<file path="src/pqm_pkg.sv">
`timescale 1ns / 1ps
// Shared types, codes and defaults for the process queue manager.
// No dependencies; pqm_ctrl and the top level refer to it by scoped names.
package pqm_pkg;

	localparam int QUEUE_DEPTH_DEF = 16;
	localparam int NUM_QUEUES_DEF  = 4;
	localparam int ID_W            = 8;
	localparam int PRIO_W          = 4;
	localparam int MASK_W          = 4;
	localparam logic [MASK_W-1:0] MASK_RESET = 4'd10;

	typedef enum logic [1:0] {
		ACT_INSERT  = 2'd0,
		ACT_DEQUEUE = 2'd1,
		ACT_REMOVE  = 2'd2,
		ACT_FIND    = 2'd3
	} action_t;

	localparam logic [1:0] STAT_OK   = 2'd0;
	localparam logic [1:0] STAT_MISS = 2'd1;
	localparam logic [1:0] STAT_FULL = 2'd2;

	typedef enum logic [1:0] {
		S_IDLE,
		S_CHECK,
		S_SCAN,
		S_FINISH
	} ctrl_state_t;

	typedef struct packed {
		logic [ID_W-1:0]   id;
		logic [PRIO_W-1:0] prio;
	} entry_t;

	typedef struct packed {
		action_t           action;
		logic [1:0]        queue_sel;
		logic [ID_W-1:0]   id;
		logic [PRIO_W-1:0] prio;
	} cmd_t;

	typedef struct packed {
		logic [1:0]        status;
		logic [ID_W-1:0]   id;
		logic [PRIO_W-1:0] prio;
		logic [1:0]        queue;
	} result_t;

endpackage

</file>
<file path="src/pqm_ram.sv">
`timescale 1ns / 1ps
// Generic simple dual-port RAM: one write port, one registered read port.
// No dependencies.
module pqm_ram #(
	parameter int WIDTH = 8,
	parameter int DEPTH = 16
) (
	input  logic                                 clk,
	input  logic                                 we,
	input  logic [(DEPTH > 1 ? $clog2(DEPTH) : 1)-1:0] waddr,
	input  logic [WIDTH-1:0]                     wdata,
	input  logic                                 re,
	input  logic [(DEPTH > 1 ? $clog2(DEPTH) : 1)-1:0] raddr,
	output logic [WIDTH-1:0]                     rdata
);

	logic [WIDTH-1:0] mem_q [DEPTH];

	always_ff @(posedge clk) begin
		if (we) begin
			mem_q[waddr] <= wdata;
		end
		if (re) begin
			rdata <= mem_q[raddr];
		end
	end

endmodule

</file>
<file path="src/pqm_ctrl.sv">
`timescale 1ns / 1ps
// Command sequencer: sweeps queue cells in the entry RAM, shifts on insert, dequeue and remove.
// Depends on pqm_pkg; drives the entry RAM ports of the top level.
module pqm_ctrl #(
	parameter int QUEUE_DEPTH = pqm_pkg::QUEUE_DEPTH_DEF,
	parameter int NUM_QUEUES  = pqm_pkg::NUM_QUEUES_DEF,
	localparam int AW = (NUM_QUEUES * QUEUE_DEPTH > 1) ? $clog2(NUM_QUEUES * QUEUE_DEPTH) : 1
) (
	input  logic                        clk,
	input  logic                        arst_n,
	input  logic                        start,
	input  pqm_pkg::cmd_t               cmd,
	input  logic [pqm_pkg::MASK_W-1:0]  mask,
	output logic                        idle,
	output logic                        res_valid,
	output pqm_pkg::result_t            res,
	input  logic                        res_take,
	output logic                        mem_re,
	output logic [AW-1:0]               mem_raddr,
	input  pqm_pkg::entry_t             mem_rdata,
	output logic                        mem_we,
	output logic [AW-1:0]               mem_waddr,
	output pqm_pkg::entry_t             mem_wdata
);

	localparam int QW = (NUM_QUEUES > 1) ? $clog2(NUM_QUEUES) : 1;
	localparam int CW = $clog2(QUEUE_DEPTH + 1);
	localparam logic [QW-1:0] LAST_Q   = QW'(NUM_QUEUES - 1);
	localparam logic [CW-1:0] FULL_CNT = CW'(QUEUE_DEPTH);

	pqm_pkg::ctrl_state_t state_q, state_d;
	pqm_pkg::cmd_t        cmd_q;
	pqm_pkg::entry_t      carry_q, hit_q;
	pqm_pkg::result_t     res_q, res_d;
	logic [QW-1:0]        cur_q_q;
	logic                 bad_sel_q;
	logic [CW-1:0]        limit_q, rd_idx_q, idx_s1;
	logic                 pend_s1;
	logic                 found_q;
	logic [CW-1:0]        counts_q [NUM_QUEUES];

	logic [CW-1:0]        n;
	logic [AW-1:0]        base;
	logic                 is_insert, ordered, issue, hit, shift, fin, fin_next;
	pqm_pkg::entry_t      new_entry;

	assign is_insert = (cmd_q.action == pqm_pkg::ACT_INSERT);
	assign ordered   = mask[cmd_q.queue_sel];
	assign n         = ({1'b0, cur_q_q} < (QW+1)'(NUM_QUEUES)) ? counts_q[cur_q_q] : '0;
	assign base      = AW'(cur_q_q) * AW'(QUEUE_DEPTH);
	assign issue     = (state_q == pqm_pkg::S_SCAN) && (rd_idx_q < limit_q);
	assign new_entry = '{id: cmd_q.id, prio: cmd_q.prio};

	assign mem_re    = issue;
	assign mem_raddr = base + AW'(rd_idx_q);
	assign idle      = (state_q == pqm_pkg::S_IDLE);
	assign res_valid = (state_q == pqm_pkg::S_FINISH);
	assign res       = res_q;

	always_comb begin
		state_d   = state_q;
		res_d     = res_q;
		mem_we    = 1'b0;
		mem_waddr = base + AW'(idx_s1);
		mem_wdata = new_entry;
		hit       = 1'b0;
		shift     = 1'b0;
		fin       = 1'b0;
		fin_next  = 1'b0;
		unique case (state_q)
			pqm_pkg::S_IDLE: begin
				if (start) begin
					state_d = pqm_pkg::S_CHECK;
				end
			end
			pqm_pkg::S_CHECK: begin
				if (bad_sel_q || (is_insert && n >= FULL_CNT)) begin
					state_d = pqm_pkg::S_FINISH;
					res_d   = '{status: is_insert ? pqm_pkg::STAT_FULL : pqm_pkg::STAT_MISS,
						id: '0, prio: '0, queue: cmd_q.queue_sel};
				end else begin
					state_d = pqm_pkg::S_SCAN;
				end
			end
			pqm_pkg::S_SCAN: begin
				if (pend_s1) begin
					unique case (cmd_q.action)
						pqm_pkg::ACT_INSERT: begin
							if (!found_q && mem_rdata.prio > cmd_q.prio) begin
								hit    = 1'b1;
								mem_we = 1'b1;
							end else if (found_q) begin
								shift     = 1'b1;
								mem_we    = 1'b1;
								mem_wdata = carry_q;
							end
						end
						pqm_pkg::ACT_DEQUEUE, pqm_pkg::ACT_REMOVE: begin
							if (!found_q && (cmd_q.action == pqm_pkg::ACT_DEQUEUE
								|| mem_rdata.id == cmd_q.id)) begin
								hit = 1'b1;
							end else if (found_q) begin
								mem_we    = 1'b1;
								mem_waddr = base + AW'(idx_s1 - CW'(1));
								mem_wdata = mem_rdata;
							end
						end
						pqm_pkg::ACT_FIND: begin
							if (mem_rdata.id == cmd_q.id) begin
								hit     = 1'b1;
								state_d = pqm_pkg::S_FINISH;
								res_d   = '{status: pqm_pkg::STAT_OK, id: mem_rdata.id,
									prio: mem_rdata.prio, queue: 2'(cur_q_q)};
							end
						end
					endcase
				end else if (!issue) begin
					unique case (cmd_q.action)
						pqm_pkg::ACT_INSERT: begin
							fin       = 1'b1;
							state_d   = pqm_pkg::S_FINISH;
							mem_we    = 1'b1;
							mem_waddr = base + AW'(n);
							mem_wdata = found_q ? carry_q : new_entry;
							res_d     = '{status: pqm_pkg::STAT_OK, id: '0, prio: '0,
								queue: cmd_q.queue_sel};
						end
						pqm_pkg::ACT_DEQUEUE, pqm_pkg::ACT_REMOVE: begin
							fin     = 1'b1;
							state_d = pqm_pkg::S_FINISH;
							if (found_q) begin
								res_d = '{status: pqm_pkg::STAT_OK, id: hit_q.id,
									prio: hit_q.prio, queue: cmd_q.queue_sel};
							end else begin
								res_d = '{status: pqm_pkg::STAT_MISS, id: '0, prio: '0,
									queue: cmd_q.queue_sel};
							end
						end
						pqm_pkg::ACT_FIND: begin
							if (cur_q_q == LAST_Q) begin
								state_d = pqm_pkg::S_FINISH;
								res_d   = '{status: pqm_pkg::STAT_MISS, id: '0, prio: '0,
									queue: '0};
							end else begin
								fin_next = 1'b1;
								state_d  = pqm_pkg::S_CHECK;
							end
						end
					endcase
				end
			end
			pqm_pkg::S_FINISH: begin
				if (res_take) begin
					state_d = pqm_pkg::S_IDLE;
				end
			end
		endcase
	end

	always_ff @(posedge clk or negedge arst_n) begin
		if (!arst_n) begin
			state_q <= pqm_pkg::S_IDLE;
			pend_s1 <= 1'b0;
			found_q <= 1'b0;
			for (int i = 0; i < NUM_QUEUES; i++) begin
				counts_q[i] <= '0;
			end
		end else begin
			state_q <= state_d;
			pend_s1 <= issue && (state_d == pqm_pkg::S_SCAN);
			if (state_q == pqm_pkg::S_CHECK) begin
				found_q <= 1'b0;
			end else if (hit) begin
				found_q <= 1'b1;
			end
			if (fin && is_insert) begin
				counts_q[cur_q_q] <= n + CW'(1);
			end else if (fin && found_q) begin
				counts_q[cur_q_q] <= n - CW'(1);
			end
		end
	end

	always_ff @(posedge clk) begin
		res_q  <= res_d;
		idx_s1 <= rd_idx_q;
		if (start && state_q == pqm_pkg::S_IDLE) begin
			cmd_q     <= cmd;
			cur_q_q   <= (cmd.action == pqm_pkg::ACT_FIND) ? '0 : QW'(cmd.queue_sel);
			bad_sel_q <= (cmd.action != pqm_pkg::ACT_FIND)
				&& (32'(cmd.queue_sel) >= NUM_QUEUES);
		end else if (fin_next) begin
			cur_q_q <= cur_q_q + QW'(1);
		end
		if (state_q == pqm_pkg::S_CHECK) begin
			rd_idx_q <= '0;
			limit_q  <= (is_insert && !ordered) ? '0 : n;
		end else if (issue) begin
			rd_idx_q <= rd_idx_q + CW'(1);
		end
		if (hit || shift) begin
			carry_q <= mem_rdata;
		end
		if (hit) begin
			hit_q <= mem_rdata;
		end
	end

	a_no_rw_collision: assert property (@(posedge clk) disable iff (!arst_n)
		(mem_we && mem_re) |-> (mem_waddr != mem_raddr))
		else $error("entry RAM written and read at the same cell");

	a_count_bound: assert property (@(posedge clk) disable iff (!arst_n)
		(state_q != pqm_pkg::S_IDLE) |-> (n <= FULL_CNT))
		else $error("queue count above depth");

	a_scan_bound: assert property (@(posedge clk) disable iff (!arst_n)
		(state_q == pqm_pkg::S_SCAN) |-> (rd_idx_q <= limit_q))
		else $error("read index past scan limit");

	a_no_stale_read: assert property (@(posedge clk) disable iff (!arst_n)
		(state_q != pqm_pkg::S_SCAN) |-> !pend_s1)
		else $error("RAM read in flight outside scan");

	a_finish_after_check_or_scan: assert property (@(posedge clk) disable iff (!arst_n)
		$rose(state_q == pqm_pkg::S_FINISH) |->
		($past(state_q) == pqm_pkg::S_CHECK || $past(state_q) == pqm_pkg::S_SCAN))
		else $error("result produced without a scan");

endmodule

</file>
<file path="src/process_queue_manager.sv">
`timescale 1ns / 1ps
// Process queue manager: insert, dequeue, remove and find over several queues held in one RAM.
// Each command passes a check of the selected queue, then a scan with one RAM read per cycle;
// an insert into a full queue or a bad queue select skips the scan, a FIFO insert reads nothing,
// and a find checks and scans each queue in turn until it hits or the last queue is done.
// Throughput: one command in flight; a result held by m_tready low delays the next accept.
// Reset clears queue counts and restores the ordered-queue mask; RAM contents are not cleared.
module process_queue_manager #(
	parameter int QUEUE_DEPTH = pqm_pkg::QUEUE_DEPTH_DEF,
	parameter int NUM_QUEUES  = pqm_pkg::NUM_QUEUES_DEF
) (
	input  logic        clk,
	input  logic        arst_n,
	input  logic        s_tvalid,
	output logic        s_tready,
	input  logic [15:0] s_tdata,   // action[1:0], queue_sel[3:2], proc_id[11:4], proc_priority[15:12]
	output logic        m_tvalid,
	input  logic        m_tready,
	output logic [15:0] m_tdata,   // status[1:0], out_id[9:2], out_priority[13:10], out_queue[15:14]
	input  logic        cfg_valid,
	output logic        cfg_ready,
	input  logic [3:0]  cfg_data   // ordered_queue_mask
);

	localparam int CELLS = NUM_QUEUES * QUEUE_DEPTH;
	localparam int AW    = (CELLS > 1) ? $clog2(CELLS) : 1;

	logic [pqm_pkg::MASK_W-1:0] mask_q;
	logic                       m_tvalid_q;
	pqm_pkg::result_t           out_q;
	pqm_pkg::cmd_t              cmd;
	pqm_pkg::result_t           res;
	pqm_pkg::entry_t            mem_rdata, mem_wdata;
	logic                       idle, res_valid, out_free;
	logic                       mem_re, mem_we;
	logic [AW-1:0]              mem_raddr, mem_waddr;

	assign cmd = '{action: pqm_pkg::action_t'(s_tdata[1:0]), queue_sel: s_tdata[3:2],
		id: s_tdata[11:4], prio: s_tdata[15:12]};

	assign s_tready  = idle;
	assign cfg_ready = 1'b1;
	assign out_free  = !m_tvalid_q || m_tready;
	assign m_tvalid  = m_tvalid_q;
	assign m_tdata   = {out_q.queue, out_q.prio, out_q.id, out_q.status};

	always_ff @(posedge clk or negedge arst_n) begin
		if (!arst_n) begin
			mask_q     <= pqm_pkg::MASK_RESET;
			m_tvalid_q <= 1'b0;
		end else begin
			if (cfg_valid) begin
				mask_q <= cfg_data;
			end
			if (res_valid && out_free) begin
				m_tvalid_q <= 1'b1;
			end else if (m_tready) begin
				m_tvalid_q <= 1'b0;
			end
		end
	end

	always_ff @(posedge clk) begin
		if (res_valid && out_free) begin
			out_q <= res;
		end
	end

	pqm_ctrl #(
		.QUEUE_DEPTH(QUEUE_DEPTH),
		.NUM_QUEUES (NUM_QUEUES)
	) u_ctrl (
		.clk      (clk),
		.arst_n   (arst_n),
		.start    (s_tvalid),
		.cmd      (cmd),
		.mask     (mask_q),
		.idle     (idle),
		.res_valid(res_valid),
		.res      (res),
		.res_take (out_free),
		.mem_re   (mem_re),
		.mem_raddr(mem_raddr),
		.mem_rdata(mem_rdata),
		.mem_we   (mem_we),
		.mem_waddr(mem_waddr),
		.mem_wdata(mem_wdata)
	);

	pqm_ram #(
		.WIDTH($bits(pqm_pkg::entry_t)),
		.DEPTH(CELLS)
	) u_entries (
		.clk  (clk),
		.we   (mem_we),
		.waddr(mem_waddr),
		.wdata(mem_wdata),
		.re   (mem_re),
		.raddr(mem_raddr),
		.rdata(mem_rdata)
	);

endmodule
</file>
<file path="config.mk">
export PLATFORM = sky130hd
export DESIGN_NAME = process_queue_manager
export DESIGN_NICKNAME = d
export VERILOG_FILES = /design/src/pqm_pkg.sv /design/src/pqm_ram.sv /design/src/pqm_ctrl.sv /design/src/process_queue_manager.sv
export SDC_FILE = /design/constraint.sdc
export NUM_CORES = 1
export LEC_CHECK = 0
export BUFFER_PORTS_ARGS = -buffer_cell sky130_fd_sc_hd__clkbuf_2
export CORE_AREA = 2 2 244 246
export DETAILED_ROUTE_END_ITERATION = 10
export DIE_AREA = 0 0 246 248
export PLACE_DENSITY = 0.79
export SLEW_MARGIN = 20
export SYNTH_ARGS = -nofsm -noshare
export SYNTH_HDL_FRONTEND = slang
export SYNTH_HIERARCHICAL = 1
export SYNTH_SLANG_ARGS = --single-unit
</file>
<file path="constraint.sdc">
create_clock -name clk -period 5.95 [get_ports clk]
set_input_delay 0.8925 -clock clk [delete_from_list [all_inputs] [get_ports clk]]
set_output_delay 0.8925 -clock clk [all_outputs]
set_load 0.1 [all_outputs]
</file>
==> results of run 1 <==
-- state kept, by name, indices dropped and copies added (netlist names), named ones only --
name,cells
u_ctrl/res,16
m_tdata,16
u_ctrl/found_q,1
u_ctrl/cmd_q,16
u_ctrl/hit_q,12
u_ctrl/idx_s1,5
u_ctrl/cur_q_q,2
m_tvalid,1
mask_q,4
u_ctrl/carry_q,12
u_entries/mem_q,768
u_ctrl/limit_q,5
u_ctrl/counts_q,16
u_ctrl/state_q,2
u_ctrl/rd_idx_q,5
u_entries/rdata,12
u_ctrl/pend_s1,1
-- power groups by stage --
stage                     Combinational (mW)  Clock, mW  Sequential (mW)
after detailed placement                3.80          0             7.97
final                                   3.85       5.47             7.84
after global routing                    4.08       5.78             7.86
after floorplan                         2.45          0             8.13
after CTS                               3.84       5.54             7.84
after global placement                  3.70          0             7.95
-- placed cells by master, fill, tap and decap left out, types with 30 or more instances in the layout --
cell type,n
edfxtp_1,859
mux2i_1,58
ha_1,30
inv_1,38
nand2_1,64
buf_4,82
clkbuf_16,90
mux4_2,206
nor2_1,83
clkbuf_2,42
o21ai_0,43
a21oi_1,50
-- critical path: stages (launching register included) --
cell	delay, ps
edfxtp_1	710
inv_1	250
ha_1	340
inv_1	50
ha_1	300
a21oi_1	170
xnor2_1	90
a31oi_1	190
o311ai_1	140
xnor2_1	340
buf_4	240
nand4b_1	390
nor2_1	660
buf_4	320
-- kinds of logic (layout without fill, tap and decap cells) --
kind of cell | count (synthesis) | count (layout) | share of synthesized area
DFF | 898 | 898 | 0.736
muxes | 288 | 288 | 0.151
and+or+nand+nor | 269 | 269 | 0.0355
AOI/OAI and AO/OA | 225 | 225 | 0.0419
buffers and inverters | 146 | 331 | 0.0188
adders and majority gates | 32 | 32 | 0.0112
xor gates and xnor gates | 21 | 21 | 0.00507
other | 1 | 1 | 0.000103
-- final cells by class --
| class | instances | area (µm²) |
|---|---|---|
| sequential | 898 | 26700 |
| clock inverter | 55 | 497 |
| timing repair buffer | 126 | 866 |
| inverter | 39 | 146 |
| tap | 773 | 967 |
| fill | 3520 | 17900 |
| clock buffer | 111 | 2330 |
| multi-input combinational | 836 | 9040 |
-- worst max-delay path by stage --
stage	to	cells past startpoint	startpoint
floorplan	u_entries/mem_q[0][10]$_DFFE_PP_	9	u_ctrl/limit_q[4]$_SDFFCE_PP0P_
global placement	u_entries/mem_q[8][5]$_DFFE_PP_	12	u_ctrl/cur_q_q[0]$_DFFE_PP_
detailed placement	u_entries/mem_q[8][9]$_DFFE_PP_	12	u_ctrl/cur_q_q[0]$_DFFE_PP_
CTS	u_entries/mem_q[8][4]$_DFFE_PP_	12	u_ctrl/cur_q_q[0]$_DFFE_PP_
global route	u_entries/mem_q[18][7]$_DFFE_PP_	11	u_ctrl/limit_q[4]$_SDFFCE_PP0P_
finish	u_entries/mem_q[43][9]$_DFFE_PP_	13	u_ctrl/cur_q_q[0]$_DFFE_PP_
-- per-layer routing --
| layer | wire length (µm) | track usage |
|---|---|---|
| met1 | 31700 | 0.400 |
| met2 | 40400 | 0.443 |
| met3 | 7540 | 0.0464 |
| met4 | 3010 | 0.102 |
| met5 | 0 | 0 |
==> impl_results.md, run 1 <==
* Nets at 2047
* Routed WL at 82700 µm
* DRC violations left at 0
* Pre-CTS WS at 1450 ps
* RSZ-0062 raised after global routing: no
* Hold_buf cts at 0
* I/O pins at 44
* Fin area at 40600 µm²
* NetSw at 5.00 mW
* Slew of the pin with the lowest slew margin at 1170 ps
* Placed insts at 2672
* First-pass DRT Iterations at 6
* Share of the cycle needed by the critical path after routing at 0.758
* Final setup skew at 27.6 ps
* Async SR Flop Fraction at 0.0323
* Critical path class: flip-flop to flip-flop
* Global route overflow at 0
* Initial Util at 0.621
* Lkg Pwr at 13.0 nW
* Final setup vio count at 0
* Final Hold Slack at 315 ps
* Clk buf depth at 3
* Worst-case reg-to-reg path depth at 13
* RR Endpoint: u_entries/mem_q[43][9]$_DFFE_PP_
* Post-Layout Cell Count at 2838
* Core area at 58500 µm²
* Placed Area at 37700 µm²
* Die X-Extent at 246 µm
* Internal Power at 12.2 mW
* TritonCTS clock tree: done
* Final core utilization at 0.694
* H-Tree Depth at 3
* Port bufs at 42
* Worst relative slew slack at 0.219
* Dominant cell type by area after synthesis: edfxtp_1
* Worst setup margin at 1440 ps
* Mapped Cells at 1880
* PD cells at 423 nW/µm²
* Fraction of layout cells with a size suffix above 1 at 0.255
* CP Max Fanout at 12
* Number of global-route vias before repair at 18.9k
* Power Total at 17.2 mW
* Synth top cells by count: edfxtp_1 (859), mux4_2 (206), nor2_1 (93)
* Peak VDD IR at 0.358 mV
* Final min period at 4510 ps
* Die area at 61000 µm²
* Combinational power share at 0.224
* Mapped Area at 36300 µm²
* Vias per cell at 6.70
* CP Capture Type: flip-flop
* Sequential area share after synthesis at 0.736
* Setup_tns at 0 ps
* Cell variety after synth at 66
* Skew-Pair Late Insertion Delay at 650 ps
* Clock power frac at 0.319
* Antenna-violating nets left at 0
* Critical R2R Launch: u_ctrl/cur_q_q[0]$_DFFE_PP_
* Dpl hpwl at 48600 µm
* Row count at 89
* Via Count at 19.0k
* Syn_area_per_cell at 19.3 µm²
* Initial antenna violation count at 0
* Max-cap violations at 0
* Buffer count from post-CTS setup fixing at 0
* Switching share of total power at 0.292
* GPL Wtd Cong at 0.900
* Number of synthesized flops with an enable pin at 859
* Clk slew on worst S/H paths at 60 ps
* DR WL/cell at 29.2 µm
* Sink Count at 898
* Maximum clock rate at 222 MHz
* Syn_nets at 1937
* Sequential share of power at 0.457
* Largest net degree at the start of global routing at 132
* Hold crit path type: input port to asynchronous set/reset pin
* Top-count cell post-synth: edfxtp_1
* GRT Total Usage at 0.279
* Required time of the critical path at 6280 ps
* Arrival time worst endpoint at 4830 ps
* Critical Path Source Type: flip-flop
* Synth-to-layout area growth at 11.8%
* Reg2reg setup slack at 1440 ps
* Die H at 248 µm
* Starting DRT DRC Count at 2790
* Fin. Hold Viols at 0
* CTS resizes at 0
* Root Driver: clkbuf_16
* First-pass GRT wire length at 124000 µm
* Antenna fix cells at 0
* Synth Register Bits at 898
* Ys flop type: edfxtp_1
* Final slew viol count at 0
* Yosys warns at 6
* Cts bufs inserted at 89
* Largest cells by area after synthesis: edfxtp_1 (71%), mux4_2 (13%), dfrtp_1 (1.9%)
* Status: completed
* Top cell type's share of synthesized area at 0.711
Power figures use the tool's default switching activity.
==> run 2, diff against run 1 <==
Settings changed: CORE_AREA 2 2 244 246 to 2 2 256 258, DIE_AREA 0 0 246 248 to 0 0 258 260, PLACE_DENSITY 0.79 to 0.75.
Clock period 5.95 ns to 4.1 ns, I/O delays scaled along.
==> run 2 against run 1 <==
  * Setup slack got worse by 1200 ps
  * Largest cell class unchanged
  * Final area rose by 1.3%
  * Via count fell by 1.9%
  * Combinational power rose by 45%
  * Die area rose by 10%
  * Clock skew barely moved
  * Global-route usage fell by 3.7 points
  * Core utilization fell by 5.3 points
  * Register-to-register slack got worse by 1200 ps
==> impl_results.md, run 2 (synthesis gave the netlist of run 1 again) <==
* GRT Total Usage at 0.243 (was 0.279)
* Number of global-route vias before repair at 19.0k (was 18.9k)
* Share of the cycle needed by the critical path after routing at 0.941 (was 0.758)
* PD cells at 609 nW/µm² (was 423 nW/µm²)
* Final slew viol count at 0 (unchanged)
* Multi-input logic area at 9010 µm² (was 9040 µm²)
* Max reg flops at 768 (unchanged)
* Buffer count from post-CTS setup fixing at 0 (unchanged)
* Largest net degree at the start of global routing at 112 (was 132)
* Worst relative slew slack at 0.328 (was 0.219)
* Dpl hpwl at 48100 µm (was 48600 µm)
* Worst setup startpoint: u_ctrl/rd_idx_q[4]$_SDFFE_PP0P_ (was u_ctrl/cur_q_q[0]$_DFFE_PP_)
* Cts bufs inserted at 91 (was 89)
* Via Count at 18.6k (was 19.0k)
* Skew-Pair Late Insertion Delay at 650 ps (about the same)
* Slew of the pin with the lowest slew margin at 1010 ps (was 1170 ps)
* Max-cap violations at 0 (unchanged)
* Power Total at 25.0 mW (was 17.2 mW)
* Required time of the critical path at 4450 ps (was 6280 ps)
* TritonCTS clock tree: done (unchanged)
* Critical Path Source Type: flip-flop (unchanged)
* Final min period at 3860 ps (was 4510 ps)
* Initial antenna violation count at 0 (unchanged)
* Post-Layout Cell Count at 2952 (was 2838)
* CP cell instances: ha_1 -> a21oi_1 -> inv_1 -> a311oi_4 -> nor2_1 -> mux2i_1 -> a21oi_1 -> or3b_2 -> or2_2 -> nor2_1 -> buf_4 (was inv_1 -> ha_1 -> inv_1 -> ha_1 -> a21oi_1 -> xnor2_1 -> a31oi_1 -> o311ai_1 -> xnor2_1 -> buf_4 -> nand4b_1 -> nor2_1 -> buf_4)
* Die X-Extent at 258 µm (was 246 µm)
* Global route overflow at 0 (unchanged)
* Antenna fix cells at 0 (unchanged)
* Die H at 260 µm (was 248 µm)
* FF+latch area at 26700 µm² (unchanged)
* Initial Util at 0.566 (was 0.621)
* Leading cell type in the layout, fill and taps excluded: edfxtp_1 (unchanged)
* Clk slew on worst S/H paths at 60 ps (about the same)
* Routed WL at 80100 µm (was 82700 µm)
* Lkg Pwr at 13.3 nW (was 13.0 nW)
* DRC violations left at 0 (unchanged)
* Final Hold Slack at 33.6 ps (was 315 ps)
* GPL Wtd Cong at 0.879 (was 0.900)
* Vias per cell at 6.31 (was 6.70)
* Root Driver: clkbuf_16 (unchanged)
* First-pass DRT Iterations at 7 (was 6)
* Sink Count at 898 (unchanged)
* Worst-case reg-to-reg path depth at 11 (was 13)
* CP Capture Type: flip-flop (unchanged)
* RR Endpoint: u_entries/mem_q[18][7]$_DFFE_PP_ (was u_entries/mem_q[43][9]$_DFFE_PP_)
* Reg2reg setup slack at 240 ps (was 1440 ps)
* Final core utilization at 0.641 (was 0.694)
* Final setup vio count at 0 (unchanged)
* Most flop-heavy register: u_entries/mem_q (unchanged)
* Synth-to-layout area growth at 13.2% (was 11.8%)
* Row count at 93 (was 89)
* Slowest CP cell: or3b_2 (was edfxtp_1)
* Hold_buf cts at 0 (unchanged)
* Nets at 2084 (was 2047)
* Hold crit path type: input port to asynchronous set/reset pin (unchanged)
* Clk buf depth at 3 (unchanged)
* Core area at 64100 µm² (was 58500 µm²)
* Antenna-violating nets left at 0 (unchanged)
* FILL cells at 4187 (was 3520)
* RSZ-0062 raised after global routing: no (unchanged)
* Die area at 67100 µm² (was 61000 µm²)
* H-Tree Depth at 3 (unchanged)
* Final setup skew at 28.0 ps (was 27.6 ps)
* CTS resizes at 0 (unchanged)
* Fraction of layout cells with a size suffix above 1 at 0.263 (was 0.255)
* Critical R2R Launch: u_ctrl/rd_idx_q[4]$_SDFFE_PP0P_ (was u_ctrl/cur_q_q[0]$_DFFE_PP_)
* Placed insts at 2789 (was 2672)
* DR WL/cell at 27.1 µm (was 29.2 µm)
* Status: completed (unchanged)
* Fin. Hold Viols at 0 (unchanged)
* Critical path class: flip-flop to flip-flop (unchanged)
* Starting DRT DRC Count at 2228 (was 2790)
* Crit-path max cell delay at 510 ps (was 710 ps)
* Arrival time worst endpoint at 4210 ps (was 4830 ps)
* Most frequent cells in the layout: edfxtp_1 (859), mux4_2 (206), buf_4 (111) (was edfxtp_1 (859), mux4_2 (206), clkbuf_16 (90))
* First-pass GRT wire length at 120000 µm (was 124000 µm)
* Maximum clock rate at 259 MHz (was 222 MHz)
* Peak VDD IR at 0.431 mV (was 0.358 mV)
* I/O pins at 44 (unchanged)
* CP Max Fanout at 9 (was 12)
* Port bufs at 42 (unchanged)
==> run 2: power breakdown <==
group	total [mW]	internal, mW	leakage (nW)	switching, mW
clock	8.08	4.68	1.40	3.39
sequential	11.4	11.1	8.29	0.205
combinational	5.60	2.02	3.57	3.58
total	25.0	17.9	13.3	7.17
==> run 2: area by class of cell <==
cell class	count	share of cell area
flip-flops and latches	898	0.651
multi-input cells	836	0.219
clock buffers	115	0.0586
repair buffers	161	0.0293
well taps	855	0.0260
clock inverters	48	0.0127
inverters	39	0.00356
==> run 2: worst max path at each step <==
| stage | slack (ps) | to | cells after the start |
|---|---|---|---|
| finish | 240 | u_entries/mem_q[18][7]$_DFFE_PP_ | 11 |
| global route | 100 | u_entries/mem_q[18][5]$_DFFE_PP_ | 11 |
| CTS | 300 | u_entries/mem_q[18][7]$_DFFE_PP_ | 11 |
| detailed placement | 340 | u_entries/mem_q[18][7]$_DFFE_PP_ | 11 |
| global placement | 450 | u_entries/mem_q[18][3]$_DFFE_PP_ | 12 |
| floorplan | -50 | u_entries/mem_q[0][10]$_DFFE_PP_ | 9 |
==> run 2: metrics by stage <==
stage               setup slack (ps)  TNS [ps]  instance area, µm²
CTS                              300         0               41100
floorplan                      -54.8    -21050               36300
global placement                 455         0               38200
detailed placement               340         0               38200
global route                     100         0               41100
finish                           241         0               41100
==> run 2: worst max-delay path: cells and delay by family (launching register included) <==
| family | cells | cell delay (ps) |
|---|---|---|
| AND/OR/NAND/NOR | 4 | 1440 |
| adder cells (fa/ha/maj) | 1 | 350 |
| AO/OA/AOI/OAI | 3 | 790 |
| flip-flops | 1 | 420 |
| multiplexers | 1 | 170 |
| buffers and inverters | 2 | 380 |
==> run 2: metal layers <==
layer,GRT usage,vias up,wire length (µm)
met4,0.0729,0,2450
met5,0,-,0
met1,0.340,9704,31800
met3,0.0346,159,5790
met2,0.403,856,40100
li1,-,7918,-
